==> src/rtl/jse_pkg.sv <==
`default_nettype none

package jse_pkg;

    typedef enum logic [1:0] {
        KIND_PASS,
        KIND_SHORT,
        KIND_UNICODE
    } jse_kind_t;

    typedef struct packed {
        jse_kind_t  kind;
        logic [7:0] ch;
        logic       text_end;
    } jse_desc_t;

    localparam logic [7:0] CH_QUOTE     = 8'h22;
    localparam logic [7:0] CH_BACKSLASH = 8'h5C;
    localparam logic [7:0] CH_BS        = 8'h08;
    localparam logic [7:0] CH_FF        = 8'h0C;
    localparam logic [7:0] CH_LF        = 8'h0A;
    localparam logic [7:0] CH_CR        = 8'h0D;
    localparam logic [7:0] CH_TAB       = 8'h09;
    localparam logic [7:0] CH_SPACE     = 8'h20;
    localparam logic [7:0] CH_ZERO      = 8'h30;
    localparam logic [7:0] CH_LOWER_A   = 8'h61;
    localparam logic [7:0] CH_B         = 8'h62;
    localparam logic [7:0] CH_F         = 8'h66;
    localparam logic [7:0] CH_N         = 8'h6E;
    localparam logic [7:0] CH_R         = 8'h72;
    localparam logic [7:0] CH_T         = 8'h74;
    localparam logic [7:0] CH_U         = 8'h75;

    localparam int unsigned STEP_W = 3;

    function automatic logic [7:0] hex_digit(input logic [3:0] nib);
        logic [7:0] d;
        if (nib < 4'd10) begin
            d = CH_ZERO + {4'd0, nib};
        end else begin
            d = CH_LOWER_A + {4'd0, nib} - 8'd10;
        end
        return d;
    endfunction

    function automatic logic [STEP_W-1:0] last_step(input jse_kind_t kind);
        logic [STEP_W-1:0] n;
        unique case (kind)
            KIND_PASS:    n = 3'd0;
            KIND_SHORT:   n = 3'd1;
            KIND_UNICODE: n = 3'd5;
            default:      n = 3'd0;
        endcase
        return n;
    endfunction

endpackage

`default_nettype wire

==> src/rtl/jse_front.sv <==
`default_nettype none

module jse_front
    import jse_pkg::*;
(
    input  wire logic       s_tvalid,
    output logic            s_tready,
    input  wire logic [7:0] s_tdata,   // in_byte
    input  wire logic       s_tlast,   // in_text_end
    input  wire logic       q_full,
    output logic            push,
    output jse_desc_t       push_desc
);

    always_comb begin
        s_tready           = !q_full;
        push               = s_tvalid && !q_full;
        push_desc.text_end = s_tlast;
        push_desc.kind     = KIND_SHORT;
        push_desc.ch       = s_tdata;
        unique case (s_tdata)
            CH_QUOTE:     push_desc.ch = CH_QUOTE;
            CH_BACKSLASH: push_desc.ch = CH_BACKSLASH;
            CH_BS:        push_desc.ch = CH_B;
            CH_FF:        push_desc.ch = CH_F;
            CH_LF:        push_desc.ch = CH_N;
            CH_CR:        push_desc.ch = CH_R;
            CH_TAB:       push_desc.ch = CH_T;
            default: begin
                if (s_tdata < CH_SPACE) begin
                    push_desc.kind = KIND_UNICODE;
                end else begin
                    push_desc.kind = KIND_PASS;
                end
            end
        endcase
    end

endmodule

`default_nettype wire

==> src/rtl/jse_queue.sv <==
`default_nettype none

module jse_queue
    import jse_pkg::*;
#(
    parameter int unsigned DEPTH = 4
)
(
    input  wire logic      aclk,
    input  wire logic      aresetn,
    input  wire logic      push,
    input  wire jse_desc_t push_desc,
    output logic           full,
    input  wire logic      pop,
    output logic           head_valid,
    output jse_desc_t      head_desc
);

    localparam int unsigned PTR_W = (DEPTH > 1) ? $clog2(DEPTH) : 1;
    localparam int unsigned CNT_W = $clog2(DEPTH + 1);

    jse_desc_t        mem [DEPTH];
    logic [PTR_W-1:0] wr_ptr_reg, wr_ptr_next;
    logic [PTR_W-1:0] rd_ptr_reg, rd_ptr_next;
    logic [CNT_W-1:0] count_reg, count_next;

    function automatic logic [PTR_W-1:0] bump(input logic [PTR_W-1:0] p);
        logic [PTR_W-1:0] r;
        if (p == PTR_W'(DEPTH - 1)) begin
            r = '0;
        end else begin
            r = p + 1'b1;
        end
        return r;
    endfunction

    always_comb begin
        full        = (count_reg == CNT_W'(DEPTH));
        head_valid  = (count_reg != '0);
        head_desc   = mem[rd_ptr_reg];
        wr_ptr_next = push ? bump(wr_ptr_reg) : wr_ptr_reg;
        rd_ptr_next = pop ? bump(rd_ptr_reg) : rd_ptr_reg;
        count_next  = count_reg;
        if (push && !pop) begin
            count_next = count_reg + 1'b1;
        end else if (pop && !push) begin
            count_next = count_reg - 1'b1;
        end
    end

    always_ff @(posedge aclk) begin
        if (push) begin
            mem[wr_ptr_reg] <= push_desc;
        end
    end

    always_ff @(posedge aclk) begin
        if (!aresetn) begin
            wr_ptr_reg <= '0;
            rd_ptr_reg <= '0;
            count_reg  <= '0;
        end else begin
            wr_ptr_reg <= wr_ptr_next;
            rd_ptr_reg <= rd_ptr_next;
            count_reg  <= count_next;
        end
    end

endmodule

`default_nettype wire

==> src/rtl/jse_back.sv <==
`default_nettype none

module jse_back
    import jse_pkg::*;
(
    input  wire logic      aclk,
    input  wire logic      aresetn,
    input  wire logic      head_valid,
    input  wire jse_desc_t head_desc,
    output logic           pop,
    output logic           m_tvalid,
    input  wire logic      m_tready,
    output logic [7:0]     m_tdata,   // out_byte
    output logic           m_tlast,   // run_last
    output logic           m_tuser    // out_text_end
);

    logic [STEP_W-1:0] step_reg, step_next;
    logic              m_tvalid_reg, m_tvalid_next;
    logic [7:0]        m_tdata_reg, m_tdata_next;
    logic              m_tlast_reg, m_tlast_next;
    logic              m_tuser_reg, m_tuser_next;
    logic              out_free;
    logic              fire;
    logic              is_last;
    logic [7:0]        cur_byte;

    always_comb begin
        out_free = !m_tvalid_reg || m_tready;
        fire     = head_valid && out_free;
        is_last  = (step_reg == last_step(head_desc.kind));
        pop      = fire && is_last;

        cur_byte = head_desc.ch;
        unique case (head_desc.kind)
            KIND_PASS: cur_byte = head_desc.ch;
            KIND_SHORT: begin
                cur_byte = (step_reg == 3'd0) ? CH_BACKSLASH : head_desc.ch;
            end
            KIND_UNICODE: begin
                unique case (step_reg)
                    3'd0:    cur_byte = CH_BACKSLASH;
                    3'd1:    cur_byte = CH_U;
                    3'd2:    cur_byte = CH_ZERO;
                    3'd3:    cur_byte = CH_ZERO;
                    3'd4:    cur_byte = hex_digit(head_desc.ch[7:4]);
                    default: cur_byte = hex_digit(head_desc.ch[3:0]);
                endcase
            end
            default: cur_byte = head_desc.ch;
        endcase

        step_next     = step_reg;
        m_tvalid_next = m_tvalid_reg;
        m_tdata_next  = m_tdata_reg;
        m_tlast_next  = m_tlast_reg;
        m_tuser_next  = m_tuser_reg;
        if (out_free) begin
            m_tvalid_next = head_valid;
        end
        if (fire) begin
            step_next    = is_last ? '0 : step_reg + 1'b1;
            m_tdata_next = cur_byte;
            m_tlast_next = is_last;
            m_tuser_next = is_last && head_desc.text_end;
        end
    end

    always_ff @(posedge aclk) begin
        if (!aresetn) begin
            step_reg     <= '0;
            m_tvalid_reg <= 1'b0;
        end else begin
            step_reg     <= step_next;
            m_tvalid_reg <= m_tvalid_next;
        end
        m_tdata_reg <= m_tdata_next;
        m_tlast_reg <= m_tlast_next;
        m_tuser_reg <= m_tuser_next;
    end

    assign m_tvalid = m_tvalid_reg;
    assign m_tdata  = m_tdata_reg;
    assign m_tlast  = m_tlast_reg;
    assign m_tuser  = m_tuser_reg;

endmodule

`default_nettype wire

==> src/rtl/json_string_escaper.sv <==
`default_nettype none

// Channel   Direction  Payload                                    Beat marker
// s_        in         tdata[7:0] in_byte, tlast in_text_end      one text byte
// m_        out        tdata[7:0] out_byte, tlast run_last,       one escaped byte
//                      tuser out_text_end
//
// The output side sends one beat per cycle unless stalled: an input byte gives one beat
// when it passes through, two for a short escape and six for the \u form, set by the
// output sequencer. A descriptor queue of QUEUE_DEPTH entries lets input beats be taken
// while an escape is being sent, so plain text flows at one byte per cycle unless stalled.
// Reset empties the queue and drops m_tvalid; s_tready falls only when the queue is full.

module json_string_escaper
    import jse_pkg::*;
#(
    parameter int unsigned QUEUE_DEPTH = 4
)
(
    input  wire logic       aclk,
    input  wire logic       aresetn,
    input  wire logic       s_tvalid,
    output logic            s_tready,
    input  wire logic [7:0] s_tdata,   // in_byte
    input  wire logic       s_tlast,   // in_text_end
    output logic            m_tvalid,
    input  wire logic       m_tready,
    output logic [7:0]      m_tdata,   // out_byte
    output logic            m_tlast,   // run_last
    output logic            m_tuser    // out_text_end
);

    logic      q_full;
    logic      push;
    jse_desc_t push_desc;
    logic      pop;
    logic      head_valid;
    jse_desc_t head_desc;

    jse_front u_front (
        .s_tvalid  (s_tvalid),
        .s_tready  (s_tready),
        .s_tdata   (s_tdata),
        .s_tlast   (s_tlast),
        .q_full    (q_full),
        .push      (push),
        .push_desc (push_desc)
    );

    jse_queue #(
        .DEPTH (QUEUE_DEPTH)
    ) u_queue (
        .aclk       (aclk),
        .aresetn    (aresetn),
        .push       (push),
        .push_desc  (push_desc),
        .full       (q_full),
        .pop        (pop),
        .head_valid (head_valid),
        .head_desc  (head_desc)
    );

    jse_back u_back (
        .aclk       (aclk),
        .aresetn    (aresetn),
        .head_valid (head_valid),
        .head_desc  (head_desc),
        .pop        (pop),
        .m_tvalid   (m_tvalid),
        .m_tready   (m_tready),
        .m_tdata    (m_tdata),
        .m_tlast    (m_tlast),
        .m_tuser    (m_tuser)
    );

endmodule

`default_nettype wire

==> config.mk <==
export PLATFORM = sky130hd
export DESIGN_NAME = json_string_escaper
export DESIGN_NICKNAME = d
export VERILOG_FILES = /design/src/rtl/jse_pkg.sv /design/src/rtl/jse_front.sv /design/src/rtl/jse_queue.sv /design/src/rtl/jse_back.sv /design/src/rtl/json_string_escaper.sv
export SDC_FILE = /design/constraint.sdc
export NUM_CORES = 1
export LEC_CHECK = 0
export BUFFER_PORTS_ARGS = -buffer_cell sky130_fd_sc_hd__buf_4
export CAP_MARGIN = 25
export CORE_MARGIN = 5
export CORE_UTILIZATION = 53
export CTS_BUF_LIST = sky130_fd_sc_hd__clkbuf_4 sky130_fd_sc_hd__clkbuf_8
export CTS_CLUSTER_SIZE = 14
export DETAILED_ROUTE_END_ITERATION = 6
export GPL_TIMING_DRIVEN = 0
export PLACE_DENSITY = 0.72
export SLEW_MARGIN = 20
export SYNTH_ARGS = -nofsm -noshare
export SYNTH_HDL_FRONTEND = slang
export SYNTH_SLANG_ARGS = --single-unit
==> constraint.sdc <==
create_clock -name aclk -period 8.7 [get_ports aclk]
set_input_delay 1.305 -clock aclk [delete_from_list [all_inputs] [get_ports aclk]]
set_output_delay 1.305 -clock aclk [all_outputs]
set_load 0.05 [all_outputs]
## Yosys cells after proc, flatten, opt, wreduce, memory -nomap -nowiden

Memory sizes are Yosys's and may differ from the RTL's. A register that Yosys moved wholly into a read port is not among the register bits.
Index checks and enable logic that the tools add are counted.

| operators by class | value |
|---|---|
| add/sub/neg operators | 11 |
| $lt $le $gt $ge | 3 |
| equality and inequality tests | 17 |
| mux-type cells | 18 |
| reductions and logical operators | 16 |

Operators with widths:

| cell | count |
|---|---|
| $pmux 8 s7 | 1 |
| $eq 8x4->1 const B | 5 |
| $pmux 8 s4 | 1 |
| $mux 8 | 3 |
| $add 7x4->8 const A | 2 |
| $pmux 8 s2 | 1 |
| $sub 8x4->8 const B | 2 |
| $add 6x4->7 const A | 2 |
| $mux 2 | 6 |
| $mux 3 | 3 |
| $eq 8x6->1 const B | 1 |
| $eq 8x7->1 const B | 1 |
| $lt 4x4->1 const B | 2 |
| $lt 8x6->1 const B | 1 |
| $reduce_or 7->1 | 1 |
| $add 3x1->3 const B | 2 |
| $eq 2x2->1 const B | 3 |
| $eq 3x2->1 const B | 2 |
| $eq 3x3->1 const B | 2 |
| $logic_and 1x1->1 | 6 |
| $pmux 3 s2 | 1 |
| $add 2x1->2 const B | 2 |
| $logic_not 1->1 | 4 |
| $eq 3x1->1 const B | 1 |
| other kinds (9) | 10 |

| word-level totals | value |
|---|---|
| flip-flop bits (word level) | 21 |
| memory bits (writable) | 44 |
| bits of input ports | 13 |
| output and inout port bits | 12 |
| word-level logic and storage cells | 74 |
| memories kept | 1 |

Memory list:

| name | depth | bits a word | rd ports | clocked after memory_dff | write ports | line | source |
|---|---|---|---|---|---|---|---|
| u_queue.mem | 4 | 11 | 1 | 1 | 1 | jse_queue.sv:22 | `jse_desc_t mem [DEPTH];` |

## Logic depth before layout (Yosys ltp)

| depth | value |
|---|---|
| depth in word-level cells | 7 |
| gate-level depth with buffers | 13 |
| depth with buffers taken out | 12 |

## By module

From an unflattened synthesis, not the netlist that was laid out.

| unflattened totals | value |
|---|---|
| cell total of the unflattened synthesis | 246 |
| area total of the unflattened synthesis | 3337.0 um2 |

Modules (own cells, without submodules):

| module | instances | cells an instance | area each (um2) | seq. area each (um2) |
|---|---|---|---|---|
| jse_queue | 1 | 101 | 2048.2 | 1501.4 |
| jse_back | 1 | 111 | 1023.5 | 380.4 |
| jse_front | 1 | 34 | 265.3 | 0.0 |

## Worst setup path before layout

Ideal clock, no wire load.

| timing path | value |
|---|---|
| path type | input-to-reg |
| start point | input m_tready |
| end point | register u_queue.count_reg[2] |
| library setup time | 76 ps |
| arrival time | 3041 ps |
| required time | 8624 ps |
| path slack | 5584 ps |
| stages | 10 |
| path buffers | 0 |
| cells stage by stage | inv_1 a21o_1 inv_1 nand2_1 ha_1 inv_1 fa_1 xor2_1 or3_1 a21boi_0 |

| between the ends | value |
|---|---|
| word-level cells in the longest chain between the ends | 6 |
| elaborated cells between the ends (all ways) | 8 |
| classes of those cells | 1 x mux; 7 x reduce/logical |

RTL lines:

| what | line | source |
|---|---|---|
| from (decl) | json_string_escaper.sv:27 | `input wire logic m_tready,` |
| $logic_or 1x1->1 (*) | jse_back.sv:29 | `out_free = !m_tvalid_reg \|\| m_tready;` |
| $logic_and 1x1->1 (*) | jse_back.sv:30 | `fire = head_valid && out_free;` |
| named net u_back.fire | jse_back.sv:24 | `logic fire;` |
| $logic_and 1x1->1 (*) | jse_back.sv:32 | `pop = fire && is_last;` |
| $logic_not 1->1 | jse_queue.sv:44 | `if (push && !pop) begin` |
| $logic_and 1x1->1 | jse_queue.sv:44 |  |
| $mux 3 or $reduce_bool 2->1 (tied branches) | - |  |
| to (signal assigned) | jse_queue.sv:65 | `count_reg <= count_next;` |
| to (decl) | jse_queue.sv:25 | `logic [CNT_W-1:0] count_reg, count_next;` |

Mark *: on every way through the listed nets, which the timed path passes. The rest lies on a longest branch.
A chain may end at the register's enable or synchronous reset.

==> metrics.yaml <==
yosys:
  synth_cells: 253
  syn-mean-instance-area_um2: 12.9
  ys_top_cells_by_count: "edfxtp_1 (54), inv_1 (20), a21oi_1 (16), nand2_1 (14)"
  yosys_warnings: 0
  synthArstFlopShare_pct: 0
  synth_nets: 280
  synth_ff_type: "edfxtp_1"
  yosysTopAreaCellShare_pct: 49.7
  synth_edf_count: 54
  yosysMostFrequentCell: "edfxtp_1"
  yosysSeqAreaShare_pct: 57.7
  synth_area_leaders: "edfxtp_1 (50%), dfxtp_1 (8.0%), ha_1 (5.0%)"
  yosysTopAreaCell: "edfxtp_1"
  synth.distinct_cells: 49
  ys_ff_latch: 67
  syn-cell-area_um2: 3260
worst_hold_path:
  hold_class: "flop to flop"
  hp-start: "u_back.m_tvalid"
routing:
  drcViolationCount: 0
  wl_mm: 5.80
  ant_nets: 0
  wl_per_cell_um: 15.8
  viasPerCell: 5.66
  num_vias: 2070
  drtIter0Drc: 78
  firstDrtPassIters: 4
setup_path:
  cp_max_fo: 10
  path_class: "flop to flop"
  end_kind: "flop"
  crit_arrival_ns: 3.77
  critPathLaunchType: "flop"
  cp.required_ns: 8.97
place:
  postPlaceCellArea_um2: 3530
  dpl_worst_slack_ns: 5.24
  hpwl_mm: 4.07
  io_buffers: 23
  dp_cells: 351
  gp_congestion: 0.884
floorplanning:
  core_area_um2: 5960
  rows: 28
  start_util_pct: 54.7
  die_height_um: 88.4
  fp.dieArea_um2: 7820
  ioPinCount: 25
  die_x_um: 88.4
grt:
  track_usage_pct: 17.0
  overflow: 0
  grt_pass1_wl_mm: 9.75
  grt_max_degree: 16
  grt_pass1_vias: 2037
  grt_antenna_before_repair: 0
cts:
  cts_hold_buf: 0
  htreeDepth: 3
  cts_made_buffers: 9
  cts_max_path_buffers: 2
  clock_sinks: 67
  root_buffer: "clkbuf_8"
  clkLatencyLatePin_ns: 0.34
  cts_resized: 0
  post-cts-setup-buffer-count: 0
  cts_tree: "built"
  clk_pin_slew_worst_paths_ns: 0.07
sta:
  fin_crit_sh_pct: 40.2
  hold_violations: 0
  relSlewSlack_pct: 59.7
  worst_slack_ns: 5.20
  setup-tns-final_ns: 0
  period_minus_slack_ns: 3.50
  fin_skew_ns: 0.00778
  setup_viol: 0
  drv_slew: 0
  max_freq_mhz: 286
  rsz0062_at_grt: "false"
  worst_slew_pin_slew_ns: 0.605
finish:
  seq_area_um2: 1880
  largest_register_ffs: 44
  nFillCells: 475
  multi_input_area_um2: 1260
  stdcell_count: 366
  antenna_cells: 0
  final_nets: 314
  design_area_um2: 3730
  post-route-util_pct: 62.7
  area_growth_syn_to_layout_pct: 14.5
  post_route_cells_drive_above_1_share_pct: 16.8
power_and_ir_drop:
  power_frac_comb_pct: 38.8
  p_leak_nw: 1.41
  clkPwrFrac_pct: 23.0
  power-per-cell-area_nw_per_um2: 318
  netSwitchingFraction_pct: 37.1
  p_sw_uw: 441
  pwr-share-seq_pct: 38.2
  p_int_uw: 748
  peakVddDrop_mv: 0.200
outcome:
  status: "finished clean"
job:
  maxCapViolations: 0
[cells by family after synthesis]
group                    share of synthesized area [%]
multiplexers                                      9.44
flip-flops                                        57.7
adder cells (fa/ha/maj)                           5.60
XOR/XNOR                                          1.34
buffers and inverters                             3.76
AND/OR/NAND/NOR                                   12.4
AO/OA/AOI/OAI                                     9.75
[final timing paths]
kind,to,slack [ns],depth (start not counted)
max,u_queue.count_reg[2],5.20,12
min,u_back.m_tvalid,0.49,2
max reg2reg,u_queue.count_reg[2],5.20,12
min reg2reg,u_back.m_tvalid,0.49,2
[metal layers]
layer	vias up	wire (um)	track usage [%]
li1	1017	-	-
met4	0	137	9.34
met1	1001	2720	21.6
met5	-	0	0
met2	40	2730	26.6
met3	12	206	4.38
[worst max-delay path: stages, from the launching register on]
cell and delay (ns):
dfxtp_1 0.41, buf_6 0.21, mux4_1 0.63, ha_1 0.39, xnor2_1 0.16, nor3_2 0.36
nand2_1 0.19, ha_1 0.26, inv_1 0.07, fa_1 0.18, xor2_1 0.08, or3_1 0.30
a21boi_0 0.16
[layout by cell type, fill, tap and decap left out, drive strengths merged, types with 2 or more instances in the layout]
master,instances
dfxtp,13
a21oi,16
a211o,2
nand3,3
nand3b,2
nor2,13
o21ai,10
a21boi,5
clkbuf,15
clkinv,3
and2,7
nand2,14
mux2i,6
nand2b,2
xor2,2
ha,13
and4b,2
nor3,6
buf,26
mux4,10
nor2b,8
edfxtp,54
or3,2
xnor2,3
inv,20
a211oi,2
and3,4
o22ai,5
nand4b,3
a21o,3
bufinv,2
[power by group through the flow]
stage                     registers, mW  logic (mW)  clock network (mW)
after floorplan                   0.548       0.258                   0
after global placement            0.458       0.453                   0
after detailed placement          0.461       0.462                   0
after CTS                         0.454       0.466               0.278
after global routing              0.461       0.508               0.295
final                             0.453       0.462               0.273
[final cells by class]
cell class | instances | area share, %
Clock buffer | 9 | 3.32
Timing Repair Buffer | 23 | 4.63
Inverter | 20 | 2.01
Multi-Input combinational cell | 157 | 33.7
Sequential cell | 67 | 50.4
Clock inverter | 6 | 2.18
Tap cell | 75 | 2.51
Buffer | 9 | 1.27
[through the flow]
step | hold WS (ns) | power [mW]
floorplan | 0.467 | 0.806
global placement | 0.468 | 0.910
detailed placement | 0.490 | 0.923
CTS | 0.498 | 1.20
global route | 0.531 | 1.26
finish | 0.495 | 1.19
No activity file was read; power rests on OpenSTA's default activity.
